--- config.mk ---
export PLATFORM = sky130hd
export DESIGN_NAME = waypoint_route_sequencer_top
export DESIGN_NICKNAME = d
export VERILOG_FILES = /design/src/rtl/wrs_pkg.sv /design/src/rtl/waypoint_route_sequencer_top.sv /design/src/rtl/wrs_core.sv
export VERILOG_INCLUDE_DIRS = /design/src /design/src/rtl
export SDC_FILE = /design/constraint.sdc
export NUM_CORES = 1
export LEC_CHECK = 0
export BUFFER_PORTS_ARGS = -buffer_cell sky130_fd_sc_hd__buf_2
export CELL_PAD_IN_SITES_DETAIL_PLACEMENT = 0
export CELL_PAD_IN_SITES_GLOBAL_PLACEMENT = 1
export CORE_ASPECT_RATIO = 1.4
export CORE_UTILIZATION = 30
export CTS_BUF_LIST = sky130_fd_sc_hd__clkbuf_4
export DETAILED_ROUTE_END_ITERATION = 6
export PLACE_DENSITY_LB_ADDON = 0.05
export SETUP_SLACK_MARGIN = 0.2
export SYNTH_ARGS = -nofsm -noshare
export SYNTH_HDL_FRONTEND = slang
export SYNTH_SLANG_ARGS = --single-unit
--- constraint.sdc ---
create_clock -name clock -period 4.4 [get_ports clock]
set_input_delay 0.88 -clock clock [delete_from_list [all_inputs] [get_ports clock]]
set_output_delay 0.88 -clock clock [all_outputs]
set_load 0.02 [all_outputs]
--- src/rtl/assert_macros.svh ---
// ---------------------------------------------------------------------------
// Assertion macros shared by the RTL files of the waypoint route sequencer.
// ---------------------------------------------------------------------------
`ifndef ASSERT_MACROS_SVH
`define ASSERT_MACROS_SVH

// Checked on every rising clock edge, switched off while reset is high.
`define WRS_ASSERT(label, prop, msg) \
   label: assert property (@(posedge clock) disable iff (reset) (prop)) else $error(msg);

// Checked on every rising clock edge, reset included.
`define WRS_ASSERT_ALWAYS(label, prop, msg) \
   label: assert property (@(posedge clock) (prop)) else $error(msg);

`endif

--- src/rtl/wrs_pkg.sv ---
// ---------------------------------------------------------------------------
// wrs_pkg
// Types, widths and codes shared by the waypoint route sequencer modules.
// ---------------------------------------------------------------------------
package wrs_pkg;

   // Default sizes handed to the top-level parameters.
   localparam int DEF_MAX_WAYPOINTS = 32;
   localparam int DEF_CHANGE_DELAY  = 10;

   // Fixed field widths.
   localparam int DIST_W    = 24;
   localparam int COUNT_W   = 6;
   localparam int MODE_W    = 2;
   localparam int OUT_IDX_W = 5;
   localparam int CSR_IDX_W = 2;

   // Register indices on the configuration port.
   localparam logic [CSR_IDX_W-1:0] REG_ROUTE_MODE     = 2'd0;
   localparam logic [CSR_IDX_W-1:0] REG_WAYPOINT_COUNT = 2'd1;
   localparam logic [CSR_IDX_W-1:0] REG_REACH_RANGE    = 2'd2;
   localparam logic [CSR_IDX_W-1:0] REG_HOLD_CHANGE    = 2'd3;

   // End-of-route behaviour codes.
   localparam logic [MODE_W-1:0] MODE_GO_HOME = 2'd0;
   localparam logic [MODE_W-1:0] MODE_REPEAT  = 2'd1;
   localparam logic [MODE_W-1:0] MODE_REVERSE = 2'd2;

   // Configuration registers as seen by the sequencing core.
   typedef struct packed {
      logic [MODE_W-1:0]  route_mode;
      logic [COUNT_W-1:0] waypoint_count;
      logic [DIST_W-1:0]  reach_range;
      logic               hold_before_change;
   } cfg_type;

   // One result item.
   typedef struct packed {
      logic                 reverse_active;
      logic                 change_pending;
      logic                 going_home;
      logic [OUT_IDX_W-1:0] waypoint_index;
   } result_type;

endpackage

--- src/rtl/waypoint_route_sequencer_top.sv ---
// ---------------------------------------------------------------------------
// waypoint_route_sequencer_top
// Waypoint route sequencer: stream in, stream out, register write port.
// ---------------------------------------------------------------------------
// The sequencer takes one navigation tick per clock cycle and returns one
// result per tick, in the cycle after the transfer that brought it in. The
// route state is updated in a single pass of compare and increment logic
// at the input transfer, and the new state is held in a result register;
// a tick is accepted whenever that register is empty or its result is
// being taken in the same cycle, so the rate is one item per cycle under
// a free-flowing output.
`include "assert_macros.svh"

module waypoint_route_sequencer_top
   import wrs_pkg::*;
#(
   parameter int MAX_WAYPOINTS = DEF_MAX_WAYPOINTS,
   parameter int CHANGE_DELAY  = DEF_CHANGE_DELAY
)(
   input  logic                 clock,
   input  logic                 reset,
   // Tick stream.
   input  logic                 req_tvalid,
   output logic                 req_tready,
   input  logic [31:0]          req_tdata,   // [23:0] waypoint_distance, [24] heading_home
   // Result stream.
   output logic                 rsp_tvalid,
   input  logic                 rsp_tready,
   output logic [7:0]           rsp_tdata,   // [4:0] waypoint_index, [5] going_home,
                                             // [6] change_pending, [7] reverse_active
   // Register writes.
   input  logic                 csr_valid,
   output logic                 csr_ready,
   input  logic [CSR_IDX_W-1:0] csr_index,
   input  logic [DIST_W-1:0]    csr_data
);

   cfg_type    cfg_ff;
   cfg_type    cfg_in;
   result_type result_next;
   result_type rsp_data_ff;
   logic       rsp_valid_ff, rsp_valid_in;
   logic       req_xfer;

   // Register writes are always taken.
   assign csr_ready = 1'b1;

   always_comb begin
      cfg_in = cfg_ff;
      if (csr_valid) begin
         unique case (csr_index)
            REG_ROUTE_MODE:     cfg_in.route_mode         = csr_data[MODE_W-1:0];
            REG_WAYPOINT_COUNT: cfg_in.waypoint_count     = csr_data[COUNT_W-1:0];
            REG_REACH_RANGE:    cfg_in.reach_range        = csr_data;
            REG_HOLD_CHANGE:    cfg_in.hold_before_change = csr_data[0];
            default:            cfg_in = cfg_ff;
         endcase
      end
   end

   always_ff @(posedge clock) begin
      if (reset) begin
         cfg_ff.route_mode         <= MODE_GO_HOME;
         cfg_ff.waypoint_count     <= COUNT_W'(1);
         cfg_ff.reach_range        <= '0;
         cfg_ff.hold_before_change <= 1'b0;
      end else begin
         cfg_ff <= cfg_in;
      end
   end

   // Input side: a tick is taken while the result register can be refilled.
   assign req_tready = !rsp_valid_ff || rsp_tready;
   assign req_xfer   = req_tvalid && req_tready;

   wrs_core #(
      .MAX_WAYPOINTS (MAX_WAYPOINTS),
      .CHANGE_DELAY  (CHANGE_DELAY)
   ) u_core (
      .clock        (clock),
      .reset        (reset),
      .step         (req_xfer),
      .distance     (req_tdata[DIST_W-1:0]),
      .heading_home (req_tdata[DIST_W]),
      .cfg          (cfg_ff),
      .result_next  (result_next)
   );

   // Result register.
   always_comb begin
      rsp_valid_in = rsp_valid_ff;
      if (req_xfer) begin
         rsp_valid_in = 1'b1;
      end else if (rsp_tready) begin
         rsp_valid_in = 1'b0;
      end
   end

   always_ff @(posedge clock) begin
      if (reset) begin
         rsp_valid_ff <= 1'b0;
      end else begin
         rsp_valid_ff <= rsp_valid_in;
      end
   end

   always_ff @(posedge clock) begin
      if (req_xfer) begin
         rsp_data_ff <= result_next;
      end
   end

   assign rsp_tvalid = rsp_valid_ff;
   assign rsp_tdata  = rsp_data_ff;

   // Every accepted tick leaves a result waiting in the next cycle.
   `WRS_ASSERT(a_xfer_gives_result, req_xfer |=> rsp_valid_ff, "accepted tick produced no result")
   // No result stands in the register straight after reset.
   `WRS_ASSERT_ALWAYS(a_reset_empty, $past(reset) |-> !rsp_valid_ff, "result valid after reset")
   // A waiting result that is not taken blocks the input.
   `WRS_ASSERT(a_no_overwrite, (rsp_valid_ff && !rsp_tready) |-> !req_tready,
               "input accepted over a waiting result")

endmodule

--- src/rtl/wrs_core.sv ---
// ---------------------------------------------------------------------------
// wrs_core
// Route state registers and the next-state logic for one navigation tick.
// ---------------------------------------------------------------------------
`include "assert_macros.svh"

module wrs_core
   import wrs_pkg::*;
#(
   parameter int MAX_WAYPOINTS = DEF_MAX_WAYPOINTS,
   parameter int CHANGE_DELAY  = DEF_CHANGE_DELAY
)(
   input  logic              clock,
   input  logic              reset,
   input  logic              step,
   input  logic [DIST_W-1:0] distance,
   input  logic              heading_home,
   input  cfg_type           cfg,
   output result_type        result_next
);

   localparam int IDX_W = $clog2(MAX_WAYPOINTS);
   localparam int LEN_W = (IDX_W + 1 > COUNT_W) ? IDX_W + 1 : COUNT_W;
   localparam int CD_W  = $clog2(CHANGE_DELAY + 1);
   localparam logic [LEN_W-1:0] MAX_LEN = LEN_W'(MAX_WAYPOINTS);
   localparam logic [CD_W-1:0]  DELAY   = CD_W'(CHANGE_DELAY);

   logic [IDX_W-1:0]  index_ff, index_in;
   logic              home_ff, home_in;
   logic              reverse_ff, reverse_in;
   logic              pending_ff, pending_in;
   logic [CD_W-1:0]   countdown_ff, countdown_in;
   logic [DIST_W-1:0] prev_dist_ff, prev_dist_in;

   logic [LEN_W-1:0]       count_ext;
   logic [LEN_W-1:0]       route_len;
   logic [LEN_W-1:0]       last_idx;
   logic [LEN_W-1:0]       index_ext;
   logic                   blocked;
   logic [IDX_W+OUT_IDX_W-1:0] index_wide;

   // Effective route length: zero counts as one, clamped to the table size.
   always_comb begin
      count_ext = LEN_W'(cfg.waypoint_count);
      if (count_ext == '0) begin
         route_len = LEN_W'(1);
      end else if (count_ext > MAX_LEN) begin
         route_len = MAX_LEN;
      end else begin
         route_len = count_ext;
      end
      last_idx  = route_len - LEN_W'(1);
      index_ext = LEN_W'(index_ff);
   end

   assign blocked = heading_home | home_ff;

   // Next state for one tick: countdown, reach detection and index change.
   always_comb begin
      index_in     = index_ff;
      home_in      = home_ff;
      reverse_in   = reverse_ff;
      pending_in   = pending_ff;
      countdown_in = countdown_ff;
      prev_dist_in = prev_dist_ff;

      if (pending_ff) begin
         if (countdown_ff != '0) begin
            countdown_in = countdown_ff - CD_W'(1);
         end else begin
            pending_in = 1'b0;
            if (!blocked) begin
               if (!reverse_ff) begin
                  // Forward pass.
                  if (index_ext >= last_idx) begin
                     if (cfg.route_mode == MODE_GO_HOME) begin
                        home_in = 1'b1;
                     end else if (cfg.route_mode == MODE_REPEAT) begin
                        index_in = '0;
                     end else begin
                        reverse_in = 1'b1;
                        if (index_ff != '0) begin
                           index_in = index_ff - IDX_W'(1);
                        end
                     end
                  end else begin
                     index_in = index_ff + IDX_W'(1);
                  end
               end else begin
                  // Backward pass.
                  if (index_ff == '0) begin
                     if (cfg.route_mode == MODE_REVERSE) begin
                        home_in = 1'b1;
                     end else begin
                        reverse_in = 1'b0;
                        if (last_idx != '0) begin
                           index_in = index_ff + IDX_W'(1);
                        end
                     end
                  end else begin
                     index_in = index_ff - IDX_W'(1);
                  end
               end
            end
         end
      end else if (!blocked) begin
         // Reached: inside the radius and moving away again.
         if ((distance < cfg.reach_range) && (prev_dist_ff < distance)) begin
            pending_in   = 1'b1;
            countdown_in = cfg.hold_before_change ? DELAY : '0;
         end else begin
            prev_dist_in = distance;
         end
      end
   end

   // State registers, updated once per accepted tick.
   always_ff @(posedge clock) begin
      if (reset) begin
         index_ff     <= '0;
         home_ff      <= 1'b0;
         reverse_ff   <= 1'b0;
         pending_ff   <= 1'b0;
         countdown_ff <= '0;
         prev_dist_ff <= '0;
      end else if (step) begin
         index_ff     <= index_in;
         home_ff      <= home_in;
         reverse_ff   <= reverse_in;
         pending_ff   <= pending_in;
         countdown_ff <= countdown_in;
         prev_dist_ff <= prev_dist_in;
      end
   end

   // The result carries the state after the tick.
   assign index_wide                 = {{OUT_IDX_W{1'b0}}, index_in};
   assign result_next.waypoint_index = index_wide[OUT_IDX_W-1:0];
   assign result_next.going_home     = home_in;
   assign result_next.change_pending = pending_in;
   assign result_next.reverse_active = reverse_in;

   // Going home is sticky until reset.
   `WRS_ASSERT(a_home_sticky, home_ff |=> home_ff, "going-home flag cleared")
   // Without a tick the index does not move.
   `WRS_ASSERT(a_index_hold, !step |=> $stable(index_ff), "index moved without a tick")
   // A running countdown keeps the change pending.
   `WRS_ASSERT(a_pending_hold, (step && pending_ff && (countdown_ff != '0)) |=> pending_ff,
               "pending change dropped before countdown expired")

endmodule
==> flow_results.xml, run 1 <==
<?xml version="1.0" encoding="UTF-8"?>
<metrics>
  <group name="run_status">
    <metric name="status" unit="">finished clean</metric>
  </group>
  <group name="synth">
    <metric name="yosysWarningCount" unit="">0</metric>
    <metric name="synthXorXnorAreaFrac" unit="%">0.710</metric>
    <metric name="netlist_instances" unit="">625</metric>
    <metric name="post_synth_mux_area_share" unit="%">3.19</metric>
    <metric name="ys_async_sr_fraction" unit="%">0</metric>
    <metric name="synthesized_nets" unit="">744</metric>
    <metric name="synth_largest_type_area_fraction" unit="%">28.4</metric>
    <metric name="synth_top_family_by_area" unit="">compound AO/OA/AOI/OAI gates</metric>
    <metric name="synth-main-ff-cell" unit="">sky130_fd_sc_hd__dfxtp_1</metric>
    <metric name="ys_seq_area_share" unit="%">33.2</metric>
    <metric name="synth_top_cells_by_area" unit="">sky130_fd_sc_hd__dfxtp_1, sky130_fd_sc_hd__ha_1, sky130_fd_sc_hd__a21oi_1</metric>
    <metric name="ys_seq_elements" unit="">78</metric>
    <metric name="synth_enable_flop_cells" unit="">8</metric>
    <metric name="synth-compound-area-share" unit="%">20.9</metric>
    <metric name="netlist-cell-type-count" unit="">61</metric>
    <metric name="syn-mean-instance-area" unit="µm²">7.90</metric>
    <metric name="mappedNetlistArea" unit="µm²">4940</metric>
    <metric name="post_synth_and_or_nand_nor_area_fraction" unit="%">20.3</metric>
    <metric name="synth_top_area_cell" unit="">sky130_fd_sc_hd__dfxtp_1</metric>
    <metric name="yosys.area_share.adder" unit="%">14.2</metric>
  </group>
  <group name="layout">
    <metric name="drive_above_1_share" unit="%">14.6</metric>
    <metric name="flow.area_growth_from_synthesis" unit="%">12.4</metric>
    <metric name="nNetsFinal" unit="">792</metric>
    <metric name="nFillCells" unit="">1777</metric>
    <metric name="fin_cells" unit="">878</metric>
    <metric name="final_core_util" unit="%">34.5</metric>
  </group>
  <group name="drt">
    <metric name="remaining_drc_errors" unit="">0</metric>
    <metric name="detail_route.iter0.violations" unit="">197</metric>
    <metric name="route.vias.total" unit="">4459</metric>
    <metric name="met2_wirelength" unit="µm">6810</metric>
    <metric name="via_per_inst" unit="">5.08</metric>
    <metric name="routed_wl" unit="µm">13200</metric>
    <metric name="drt-met1-wl" unit="µm">5590</metric>
    <metric name="topRoutingLayerUsed" unit="">met4</metric>
    <metric name="drt_wl_cell" unit="µm">15.1</metric>
    <metric name="routed-wl-met3" unit="µm">463</metric>
    <metric name="dr.pass1.iters" unit="">4</metric>
    <metric name="detail-route-antenna-nets" unit="">0</metric>
  </group>
  <group name="clock_tree">
    <metric name="clock_tree_from_tritoncts" unit="">built</metric>
    <metric name="clock_sink_count" unit="">78</metric>
    <metric name="cts_buffer_depth" unit="">2</metric>
    <metric name="postCtsSetupRepairBufs" unit="">0</metric>
    <metric name="postCtsResizedCells" unit="">0</metric>
    <metric name="cts-hold-fix-buffers" unit="">0</metric>
    <metric name="cts_root_buf" unit="">sky130_fd_sc_hd__clkbuf_4</metric>
    <metric name="cts_htree_levels" unit="">3</metric>
    <metric name="clock_insertion_delay_worst_skew" unit="ps">460</metric>
    <metric name="cts_made_buffers" unit="">9</metric>
    <metric name="path_clk_slew" unit="ps">130</metric>
  </group>
  <group name="grt">
    <metric name="grt_util_all_layers" unit="%">16.2</metric>
    <metric name="grt_max_degree" unit="">48</metric>
    <metric name="antenna_found_initial" unit="">1</metric>
    <metric name="grt-ovfl-total" unit="">0</metric>
    <metric name="via_count_of_the_first_global_routing_pass" unit="">4418</metric>
    <metric name="grt_first_pass_wirelength" unit="µm">21800</metric>
  </group>
  <group name="die">
    <metric name="rows" unit="">55</metric>
    <metric name="die_area" unit="µm²">17000</metric>
    <metric name="fp.dieW" unit="µm">110</metric>
    <metric name="io-pin-count" unit="">74</metric>
    <metric name="initial_utilization" unit="%">30.7</metric>
    <metric name="fp.dieH" unit="µm">154</metric>
    <metric name="core-area" unit="µm²">16100</metric>
  </group>
  <group name="place">
    <metric name="detailed_place_hpwl" unit="µm">9900</metric>
    <metric name="routabilityCongestion" unit="">0.806</metric>
    <metric name="port-buffer-count" unit="">65</metric>
    <metric name="placement.setup.worst_slack" unit="ps">747</metric>
    <metric name="dpl.cell_count" unit="">861</metric>
  </group>
  <group name="timing">
    <metric name="rsz0062_at_grt" unit="">false</metric>
    <metric name="setup_viol" unit="">0</metric>
    <metric name="hold_ws" unit="ps">463</metric>
    <metric name="finalCriticalPeriod" unit="ps">3240</metric>
    <metric name="report.final.slew_viol_count" unit="">0</metric>
    <metric name="clock-skew-final" unit="ps">14.9</metric>
    <metric name="timing.final.ws_setup" unit="ps">1160</metric>
    <metric name="final-hold-violation-count" unit="">0</metric>
    <metric name="setup_total_negative_slack" unit="ps">0</metric>
    <metric name="upper_clock_frequency_limit" unit="GHz">0.308</metric>
    <metric name="final_min_period_over_clock_period" unit="%">73.7</metric>
    <metric name="max_slew.worst_pin.slew" unit="ps">1130</metric>
    <metric name="worst_slew_margin_rel" unit="%">24.9</metric>
  </group>
  <group name="job">
    <metric name="max_cap_viol_count" unit="">0</metric>
  </group>
  <group name="setup_path">
    <metric name="setup.worst_path.class" unit="">reg2reg</metric>
    <metric name="crit_arrival" unit="ps">3440</metric>
    <metric name="crit_path_end_kind" unit="">flip-flop</metric>
    <metric name="worst-endpoint-required" unit="ps">4590</metric>
    <metric name="crit_path_start_kind" unit="">flip-flop</metric>
    <metric name="crit_path_max_fo" unit="">14</metric>
  </group>
  <group name="power_and_ir_drop">
    <metric name="cellLeakagePower" unit="nW">2.31</metric>
    <metric name="cellPowerDensity" unit="nW/µm²">270</metric>
    <metric name="ir_drop" unit="V">0.000104</metric>
  </group>
  <group name="min_path">
    <metric name="worst_min_delay_path_class" unit="">reg2reg</metric>
  </group>
</metrics>
[critical path: stages, from the launching register on]
cell and delay, ps:
sky130_fd_sc_hd__dfxtp_1 410, sky130_fd_sc_hd__nor4_1 290, sky130_fd_sc_hd__nor2_1 70, sky130_fd_sc_hd__nor2_1 130
sky130_fd_sc_hd__inv_1 90, sky130_fd_sc_hd__ha_1 260, sky130_fd_sc_hd__o21a_1 140, sky130_fd_sc_hd__a31oi_1 160
sky130_fd_sc_hd__ha_1 290, sky130_fd_sc_hd__a21oi_1 190, sky130_fd_sc_hd__o21ai_0 110, sky130_fd_sc_hd__buf_4 190
sky130_fd_sc_hd__nor2_1 150, sky130_fd_sc_hd__nor4_1 70, sky130_fd_sc_hd__nor3_1 320, sky130_fd_sc_hd__o21ai_0 130
[layer usage]
metal | global-route usage [%] | vias to the layer above
li1 | - | 2296
met1 | 18.5 | 2052
met2 | 28.9 | 85
met3 | 3.23 | 26
met4 | 7.30 | 0
met5 | 0 | -
[power breakdown]
| group | internal (W) | switching, W | leakage [nW] |
|---|---|---|---|
| Clock | 0.000173 | 0.000265 | 0.0750 |
| Combinational | 0.000115 | 0.000180 | 1.59 |
| Sequential | 0.000746 | 0.0000208 | 0.650 |
[state kept, by name, indices dropped and copies added (netlist names)]
| signal | cells |
|---|---|
| cfg_ff | 33 |
| rsp_tdata | 8 |
| rsp_tvalid | 1 |
| u_core.countdown_ff | 4 |
| u_core.home_ff | 1 |
| u_core.index_ff | 5 |
| u_core.pending_ff | 1 |
| u_core.prev_dist_ff | 24 |
| u_core.reverse_ff | 1 |
[path summary, 6_finish.rpt]
| kind | startpoint | endpoint | slack, ps | depth (start not counted) |
|---|---|---|---|---|
| hold / removal | cfg_ff[17] | cfg_ff[17] | 460 | 2 |
| setup / recovery | cfg_ff[27] | rsp_tdata[3] | 1160 | 15 |
| setup reg to reg | cfg_ff[27] | rsp_tdata[3] | 1160 | 15 |
| hold reg to reg | cfg_ff[17] | cfg_ff[17] | 460 | 2 |
[cells in the final DEF (no fill, tap or decap), types with 7 or more instances in the layout]
cell,instances
sky130_fd_sc_hd__dfxtp_1,70
sky130_fd_sc_hd__a211oi_1,7
sky130_fd_sc_hd__inv_1,58
sky130_fd_sc_hd__ha_1,56
sky130_fd_sc_hd__a21oi_1,78
sky130_fd_sc_hd__o21ai_0,42
sky130_fd_sc_hd__nand3_1,9
sky130_fd_sc_hd__nand4_1,9
sky130_fd_sc_hd__mux2i_1,12
sky130_fd_sc_hd__or3_1,24
sky130_fd_sc_hd__nor2_1,36
sky130_fd_sc_hd__o21a_1,8
sky130_fd_sc_hd__edfxtp_1,8
sky130_fd_sc_hd__nor3_1,16
sky130_fd_sc_hd__buf_2,65
sky130_fd_sc_hd__clkbuf_4,10
sky130_fd_sc_hd__nand2_1,83
[logic make-up (layout without fill, tap and decap cells)]
| kind of cell | after synthesis | in the layout |
|---|---|---|
| simple gates | 209 | 209 |
| compound gates | 169 | 169 |
| buf+inv | 93 | 146 |
| flops | 78 | 78 |
| fa+ha+maj | 56 | 56 |
| mux | 15 | 15 |
| xor+xnor | 4 | 4 |
| other cells | 1 | 2 |
[synthesized netlist by cell type, types with 2 or more instances]
cell type / instances
sky130_fd_sc_hd__nand3b_1: 3
sky130_fd_sc_hd__and3_1: 2
sky130_fd_sc_hd__nand2_1: 83
sky130_fd_sc_hd__clkbuf_1: 28
sky130_fd_sc_hd__and4_1: 2
sky130_fd_sc_hd__mux2i_1: 12
sky130_fd_sc_hd__o211ai_1: 3
sky130_fd_sc_hd__dfxtp_1: 70
sky130_fd_sc_hd__a2111oi_0: 2
sky130_fd_sc_hd__a311oi_1: 2
sky130_fd_sc_hd__a31oi_1: 4
sky130_fd_sc_hd__clkbuf_2: 2
sky130_fd_sc_hd__o211a_1: 3
sky130_fd_sc_hd__inv_1: 58
sky130_fd_sc_hd__nor3_1: 16
sky130_fd_sc_hd__nand3_1: 9
sky130_fd_sc_hd__nor2b_1: 2
sky130_fd_sc_hd__edfxtp_1: 8
sky130_fd_sc_hd__mux2_2: 2
sky130_fd_sc_hd__a211oi_1: 7
sky130_fd_sc_hd__a21o_1: 3
sky130_fd_sc_hd__o21a_1: 8
sky130_fd_sc_hd__nand2b_1: 5
sky130_fd_sc_hd__o311a_1: 2
sky130_fd_sc_hd__ha_1: 56
sky130_fd_sc_hd__clkinv_1: 2
sky130_fd_sc_hd__a21oi_1: 78
sky130_fd_sc_hd__o21ai_0: 42
sky130_fd_sc_hd__nor3b_1: 3
sky130_fd_sc_hd__xnor2_1: 3
sky130_fd_sc_hd__nand4_1: 9
sky130_fd_sc_hd__nor4_1: 5
sky130_fd_sc_hd__nor2_1: 37
sky130_fd_sc_hd__or3_1: 24
sky130_fd_sc_hd__o31ai_1: 2
sky130_fd_sc_hd__or2_2: 3
[final cells by class]
class                   count  area [µm²]  area share [%]
diodes                      1        2.50          0.0451
clock buffers              10        75.1            1.35
clock inverters             6        52.6           0.947
inverters                  60         225            4.06
multi-input cells         454        2940            53.0
flip-flops and latches     78        1640            29.6
well taps                 199         249            4.49
repair buffers             70         363            6.54
[metrics by stage]
step	power [W]	cell area, µm²
6_report	0.00150	5550
2_1_floorplan	0.000979	4940
5_1_grt	0.00160	5550
3_3_place_gp	0.00108	5420
3_5_place_dp	0.00108	5420
4_1_cts	0.00153	5550
(Power assumes the default switching activity.)
==> run 2: changes to the inputs <==
==> constraint.sdc (replaced) <==
create_clock -name clock -period 3.2 [get_ports clock]
set_input_delay 0.64 -clock clock [delete_from_list [all_inputs] [get_ports clock]]
set_output_delay 0.64 -clock clock [all_outputs]
set_load 0.02 [all_outputs]
==> run 2 against run 1 <==
- global-route usage grew 0.16 points
- first-iteration DRC count rose by 13%
- register-to-register slack lost 890 ps
- worst hold slack worse by 50 ps
- critical path type unchanged
- critical endpoint is now rsp_tdata[4]
- largest cell class unchanged
==> flow_results.xml, run 2 (synthesis gave the netlist of run 1 again) <==
<?xml version="1.0" encoding="UTF-8"?>
<metrics>
  <group name="run_status">
    <metric name="status" unit="">finished clean</metric>
  </group>
  <group name="timing">
    <metric name="upper_clock_frequency_limit" unit="GHz">0.341</metric>
    <metric name="worst_slew_margin_rel" unit="%">60.1</metric>
    <metric name="rsz0062_at_grt" unit="">true</metric>
    <metric name="final_min_period_over_clock_period" unit="%">91.7</metric>
    <metric name="setup_viol" unit="">0</metric>
    <metric name="finalCriticalPeriod" unit="ps">2930</metric>
    <metric name="hold_ws" unit="ps">413</metric>
    <metric name="clock-skew-final" unit="ps">18.7</metric>
    <metric name="max_slew.worst_pin.slew" unit="ps">598</metric>
    <metric name="report.final.slew_viol_count" unit="">0</metric>
    <metric name="final-hold-violation-count" unit="">0</metric>
  </group>
  <group name="power_and_ir_drop">
    <metric name="p_int" unit="W">0.00153</metric>
    <metric name="comb_power_share" unit="%">21.1</metric>
    <metric name="cellPowerDensity" unit="nW/µm²">378</metric>
    <metric name="ir_drop" unit="V">0.000138</metric>
    <metric name="cellLeakagePower" unit="nW">2.43</metric>
    <metric name="sw_frac_of_total" unit="%">30.5</metric>
    <metric name="power_switching" unit="W">0.000674</metric>
    <metric name="share_seq_of_total_power" unit="%">47.8</metric>
    <metric name="pwr-share-clk" unit="%">31.1</metric>
  </group>
  <group name="clock_tree">
    <metric name="cts_made_buffers" unit="">9</metric>
    <metric name="cts-hold-fix-buffers" unit="">0</metric>
    <metric name="cts_htree_levels" unit="">3</metric>
    <metric name="clock_tree_from_tritoncts" unit="">built</metric>
    <metric name="clock_sink_count" unit="">78</metric>
    <metric name="cts_buffer_depth" unit="">2</metric>
    <metric name="clock_insertion_delay_worst_skew" unit="ps">450</metric>
    <metric name="cts_root_buf" unit="">sky130_fd_sc_hd__clkbuf_4</metric>
    <metric name="path_clk_slew" unit="ps">140</metric>
  </group>
  <group name="die">
    <metric name="initial_utilization" unit="%">30.7</metric>
    <metric name="fp.dieH" unit="µm">154</metric>
    <metric name="core-area" unit="µm²">16100</metric>
    <metric name="rows" unit="">55</metric>
    <metric name="fp.dieW" unit="µm">110</metric>
    <metric name="die_area" unit="µm²">17000</metric>
    <metric name="io-pin-count" unit="">74</metric>
  </group>
  <group name="drt">
    <metric name="remaining_drc_errors" unit="">0</metric>
    <metric name="detail-route-antenna-nets" unit="">0</metric>
    <metric name="detail_route.iter0.violations" unit="">222</metric>
    <metric name="route.vias.total" unit="">4607</metric>
    <metric name="dr.pass1.iters" unit="">7</metric>
    <metric name="drt_wl_cell" unit="µm">15.1</metric>
    <metric name="routed_wl" unit="µm">13500</metric>
    <metric name="via_per_inst" unit="">5.14</metric>
  </group>
  <group name="min_path">
    <metric name="whs_path_depth" unit="">3</metric>
    <metric name="worst_min_delay_path_class" unit="">in2reg</metric>
  </group>
  <group name="layout">
    <metric name="final_core_util" unit="%">36.2</metric>
    <metric name="final_cell_mix" unit="">sky130_fd_sc_hd__nand2_1, sky130_fd_sc_hd__a21oi_1, sky130_fd_sc_hd__dfxtp_1</metric>
    <metric name="max_flop_register" unit="">cfg_ff</metric>
    <metric name="nNetsFinal" unit="">811</metric>
    <metric name="flip_flop_count_of_the_largest_register_after_layout" unit="">33</metric>
    <metric name="flow.area_growth_from_synthesis" unit="%">18.1</metric>
    <metric name="fin_cells" unit="">897</metric>
    <metric name="leading_cell_type_in_the_layout_fill_and_taps_excluded" unit="">sky130_fd_sc_hd__nand2_1</metric>
    <metric name="drive_above_1_share" unit="%">19.9</metric>
  </group>
  <group name="grt">
    <metric name="grt_util_all_layers" unit="%">16.4</metric>
    <metric name="antenna_found_initial" unit="">1</metric>
    <metric name="grt_first_pass_wirelength" unit="µm">22200</metric>
    <metric name="via_count_of_the_first_global_routing_pass" unit="">4521</metric>
    <metric name="grt_max_degree" unit="">49</metric>
    <metric name="grt-ovfl-total" unit="">0</metric>
  </group>
  <group name="place">
    <metric name="detailed_place_hpwl" unit="µm">10200</metric>
    <metric name="dpl.cell_count" unit="">877</metric>
    <metric name="port-buffer-count" unit="">65</metric>
    <metric name="routabilityCongestion" unit="">0.815</metric>
  </group>
  <group name="setup_path">
    <metric name="setup.worst_path.class" unit="">reg2reg</metric>
    <metric name="crit_path_end_kind" unit="">flip-flop</metric>
    <metric name="crit_path_max_fo" unit="">5</metric>
    <metric name="reg2reg_depth" unit="">15</metric>
    <metric name="crit_path_start_kind" unit="">flip-flop</metric>
    <metric name="worst-endpoint-required" unit="ps">3410</metric>
    <metric name="crit_arrival" unit="ps">3140</metric>
  </group>
  <group name="job">
    <metric name="max_cap_viol_count" unit="">0</metric>
  </group>
</metrics>
-- run 2: cell types whose count changed in the layout (fill, tap and decap cells not counted), sizes merged --
cell      change
bufinv        +1
clkbuf        -1
clkinv        -1
buf          +19
clkinvlp      +1
-- run 2: area by class of cell --
type	count	area, µm²
fill	1740	10300
sequential	78	1640
inverter	60	225
multi-input combinational	454	3040
clock inverter	7	88.8
timing repair buffer	89	517
tap	199	249
clock buffer	9	67.6
antenna	1	2.50
-- run 2: power groups by stage --
stage,combinational (W),sequential (W),clock (W)
after global placement,0.000437,0.00107,0
after global routing,0.000526,0.00106,0.000761
after floorplan,0.000275,0.00107,0
after CTS,0.000460,0.00105,0.000722
after detailed placement,0.000441,0.00107,0
final,0.000466,0.00105,0.000687
-- run 2: per-stage QoR --
stage	total power, W	worst slack (ps)	cell area, µm²	TNS, ps
2_1_floorplan	0.00135	248	4940	0
3_5_place_dp	0.00151	-107	5540	-1620
3_3_place_gp	0.00151	-119	5540	-1870
4_1_cts	0.00223	179	5760	0
6_report	0.00221	266	5830	0
5_1_grt	0.00235	118	5830	0
-- run 2: what timing repair did --
action,4_1_cts,5_1_grt
pin swaps,8,15
setup buffers,2,1
resized for setup,13,19
setup endpoints to repair,10,27
-- run 2: final timing paths --
check | start | endpoint | slack (ps)
min reg2reg | u_core.prev_dist_ff[0] | u_core.prev_dist_ff[0] | 460
max | cfg_ff[26] | rsp_tdata[4] | 270
max reg2reg | cfg_ff[26] | rsp_tdata[4] | 270
min | csr_data[22] | cfg_ff[23] | 410
-- run 2: critical path, stage by stage, from the launching register on --
cell and delay, ps:
sky130_fd_sc_hd__dfxtp_2 360, sky130_fd_sc_hd__nor4_4 270, sky130_fd_sc_hd__nor2_1 80, sky130_fd_sc_hd__nor2_2 140, sky130_fd_sc_hd__inv_2 70, sky130_fd_sc_hd__ha_4 180
sky130_fd_sc_hd__o21a_1 110, sky130_fd_sc_hd__a31oi_1 160, sky130_fd_sc_hd__ha_1 300, sky130_fd_sc_hd__a21oi_2 190, sky130_fd_sc_hd__o21ai_2 120, sky130_fd_sc_hd__buf_4 160
sky130_fd_sc_hd__buf_6 120, sky130_fd_sc_hd__o21ai_1 140, sky130_fd_sc_hd__o221a_2 240, sky130_fd_sc_hd__a21oi_2 70
-- run 2: per-layer routing --
metal	track usage (%)	routed length [µm]	part of all wire [%]	vias up
met5	0	0	0	-
met4	7.75	381	2.8	0
met3	2.76	381	2.8	30
met2	29.2	6910	51	83
met1	18.9	5860	43	2163
li1	-	-	-	2331
==> run 3: changes to the inputs <==
==> constraint.sdc (replaced) <==
create_clock -name clock -period 3.2 [get_ports clock]
set_input_delay 0.48 -clock clock [delete_from_list [all_inputs] [get_ports clock]]
set_output_delay 0.48 -clock clock [all_outputs]
set_load 0.02 [all_outputs]
==> run 3 against run 2 <==
- combinational power increased by 2%
- global-route usage increased by 0.44 points
- final cell count increased by 0.33%
- via count decreased by 0.52%
- non-clock buffer count increased by 3
- fmax increased by 2.0%
- utilization increased by 0.36 points
- critical endpoint is now rsp_tdata[1]
==> flow_results.xml, run 3 (synthesis gave the netlist of run 1 again) <==
<?xml version="1.0" encoding="UTF-8"?>
<metrics>
  <group name="drt">
    <metric name="detail-route-antenna-nets" unit="">0</metric>
    <metric name="dr.pass1.iters" unit="">5</metric>
    <metric name="routed_wl" unit="µm">14100</metric>
    <metric name="remaining_drc_errors" unit="">0</metric>
    <metric name="route.vias.total" unit="">4583</metric>
    <metric name="detail_route.iter0.violations" unit="">194</metric>
    <metric name="via_per_inst" unit="">5.09</metric>
    <metric name="drt_wl_cell" unit="µm">15.6</metric>
  </group>
  <group name="place">
    <metric name="placement.setup.worst_slack" unit="ps">65.8</metric>
    <metric name="routabilityCongestion" unit="">0.812</metric>
    <metric name="port-buffer-count" unit="">65</metric>
    <metric name="detailed_place_hpwl" unit="µm">10400</metric>
    <metric name="dpl.cell_count" unit="">876</metric>
  </group>
  <group name="setup_path">
    <metric name="crit_arrival" unit="ps">3110</metric>
    <metric name="cp_cell_sequence" unit="">nor4_4, nor2_1, nor2_2, inv_2, ha_4, nand2_2, a31oi_4, ha_4, o211ai_1, o21ai_2, buf_6, buf_6, a21oi_2, o311a_1, nand2_1, o21ai_2</metric>
    <metric name="crit_path_max_fo" unit="">6</metric>
    <metric name="worst-path-buf-inv" unit="">3</metric>
    <metric name="worst-endpoint-required" unit="ps">3430</metric>
    <metric name="crit_path_end_kind" unit="">flip-flop</metric>
    <metric name="critical-path-top-delay-family" unit="">compound AO/OA/AOI/OAI gates</metric>
    <metric name="critPathMaxStageDelay" unit="ps">360</metric>
    <metric name="worst_path_max_delay_cell" unit="">sky130_fd_sc_hd__o311a_1</metric>
    <metric name="setup.worst_path.class" unit="">reg2reg</metric>
    <metric name="crit_path_start_kind" unit="">flip-flop</metric>
  </group>
  <group name="power_and_ir_drop">
    <metric name="ir_drop" unit="V">0.000208</metric>
    <metric name="cellLeakagePower" unit="nW">2.46</metric>
    <metric name="cellPowerDensity" unit="nW/µm²">378</metric>
  </group>
  <group name="layout">
    <metric name="flip_flop_count_of_the_largest_register_after_layout" unit="">33</metric>
    <metric name="drive_above_1_share" unit="%">20.4</metric>
    <metric name="final_cell_mix" unit="">sky130_fd_sc_hd__nand2_1, sky130_fd_sc_hd__a21oi_1, sky130_fd_sc_hd__dfxtp_1</metric>
    <metric name="nNetsFinal" unit="">814</metric>
    <metric name="leading_cell_type_in_the_layout_fill_and_taps_excluded" unit="">sky130_fd_sc_hd__nand2_1</metric>
    <metric name="final_core_util" unit="%">36.6</metric>
    <metric name="max_flop_register" unit="">cfg_ff</metric>
    <metric name="fin_cells" unit="">900</metric>
    <metric name="flow.area_growth_from_synthesis" unit="%">19.3</metric>
  </group>
  <group name="timing">
    <metric name="upper_clock_frequency_limit" unit="GHz">0.348</metric>
    <metric name="setup_viol" unit="">0</metric>
    <metric name="report.final.slew_viol_count" unit="">0</metric>
    <metric name="finalCriticalPeriod" unit="ps">2880</metric>
    <metric name="final_min_period_over_clock_period" unit="%">89.9</metric>
    <metric name="setup_total_negative_slack" unit="ps">0</metric>
    <metric name="max_slew.worst_pin.slew" unit="ps">574</metric>
    <metric name="hold_ws" unit="ps">244</metric>
    <metric name="final-hold-violation-count" unit="">0</metric>
    <metric name="rsz0062_at_grt" unit="">true</metric>
    <metric name="timing.final.ws_setup" unit="ps">325</metric>
    <metric name="worst_slew_margin_rel" unit="%">61.7</metric>
    <metric name="clock-skew-final" unit="ps">14.6</metric>
  </group>
  <group name="die">
    <metric name="fp.dieW" unit="µm">110</metric>
    <metric name="fp.dieH" unit="µm">154</metric>
    <metric name="die_area" unit="µm²">17000</metric>
    <metric name="rows" unit="">55</metric>
    <metric name="core-area" unit="µm²">16100</metric>
    <metric name="initial_utilization" unit="%">30.7</metric>
    <metric name="io-pin-count" unit="">74</metric>
  </group>
  <group name="clock_tree">
    <metric name="clock_sink_count" unit="">78</metric>
    <metric name="cts_root_buf" unit="">sky130_fd_sc_hd__clkbuf_4</metric>
    <metric name="cts_htree_levels" unit="">3</metric>
    <metric name="cts_made_buffers" unit="">9</metric>
    <metric name="path_clk_slew" unit="ps">140</metric>
    <metric name="cts-hold-fix-buffers" unit="">0</metric>
    <metric name="clock_insertion_delay_worst_skew" unit="ps">460</metric>
    <metric name="cts_buffer_depth" unit="">2</metric>
    <metric name="clock_tree_from_tritoncts" unit="">built</metric>
  </group>
  <group name="grt">
    <metric name="antenna_found_initial" unit="">1</metric>
    <metric name="grt_util_all_layers" unit="%">16.8</metric>
    <metric name="grt-ovfl-total" unit="">0</metric>
    <metric name="grt_max_degree" unit="">48</metric>
    <metric name="via_count_of_the_first_global_routing_pass" unit="">4540</metric>
    <metric name="grt_first_pass_wirelength" unit="µm">22600</metric>
  </group>
  <group name="min_path">
    <metric name="worst_min_delay_path_class" unit="">in2reg</metric>
  </group>
  <group name="job">
    <metric name="max_cap_viol_count" unit="">0</metric>
  </group>
  <group name="run_status">
    <metric name="status" unit="">finished clean</metric>
  </group>
</metrics>
-- run 3: cell count changes in the layout (fill, tap and decap cells not counted), sizes merged --
cell / previous run / this run
clkinvlp: 1 / 0
clkbuf: 9 / 10
buf: 89 / 92
-- run 3: worst paths after layout --
| check | start | end | slack [ps] | cells past startpoint |
|---|---|---|---|---|
| worst max register to register | cfg_ff[26] | rsp_tdata[1] | 320 | 16 |
| worst max-delay path | cfg_ff[26] | rsp_tdata[1] | 320 | 16 |
| worst min register to register | cfg_ff[22] | cfg_ff[22] | 460 | 2 |
| worst min-delay path | req_tvalid | rsp_tvalid | 240 | 3 |
-- run 3: metal layers --
metal	track usage, %	routed length, µm
met1	18.3	5840
met5	0	0
met2	32.0	7530
met4	8.00	301
met3	1.93	406
-- run 3: area by class of cell --
| cell class | count | area, µm² |
|---|---|---|
| fillers | 1713 | 10200 |
| multi-input cells | 454 | 3060 |
| flip-flops and latches | 78 | 1640 |
| repair buffers | 92 | 552 |
| well taps | 199 | 249 |
| inverters | 60 | 225 |
| clock inverters | 6 | 77.6 |
| clock buffers | 10 | 75.1 |
| diodes | 1 | 2.50 |
-- run 3: power by group --
group	switching [W]	internal, W	total, W
logic	0.000276	0.000199	0.000475
registers	0.0000278	0.00103	0.00105
clock network	0.000378	0.000318	0.000696
-- run 3: metrics by stage --
step / instance area (µm²) / power (W)
finish: 5890 / 0.00222
global route: 5890 / 0.00235
global placement: 5540 / 0.00151
floorplan: 4940 / 0.00135
CTS: 5790 / 0.00226
detailed placement: 5540 / 0.00152
-- run 3: worst min-delay path: stages --
cell and delay, ps:
sky130_fd_sc_hd__buf_2 100, sky130_fd_sc_hd__inv_1 40, sky130_fd_sc_hd__a21oi_1 40
-- run 3: timing repair --
action	4_1_cts	5_1_grt
buffers inserted	6	0
cloned	1	0
endpoints found under the setup margin	8	13
gates resized for setup	12	24
pin swaps	6	14
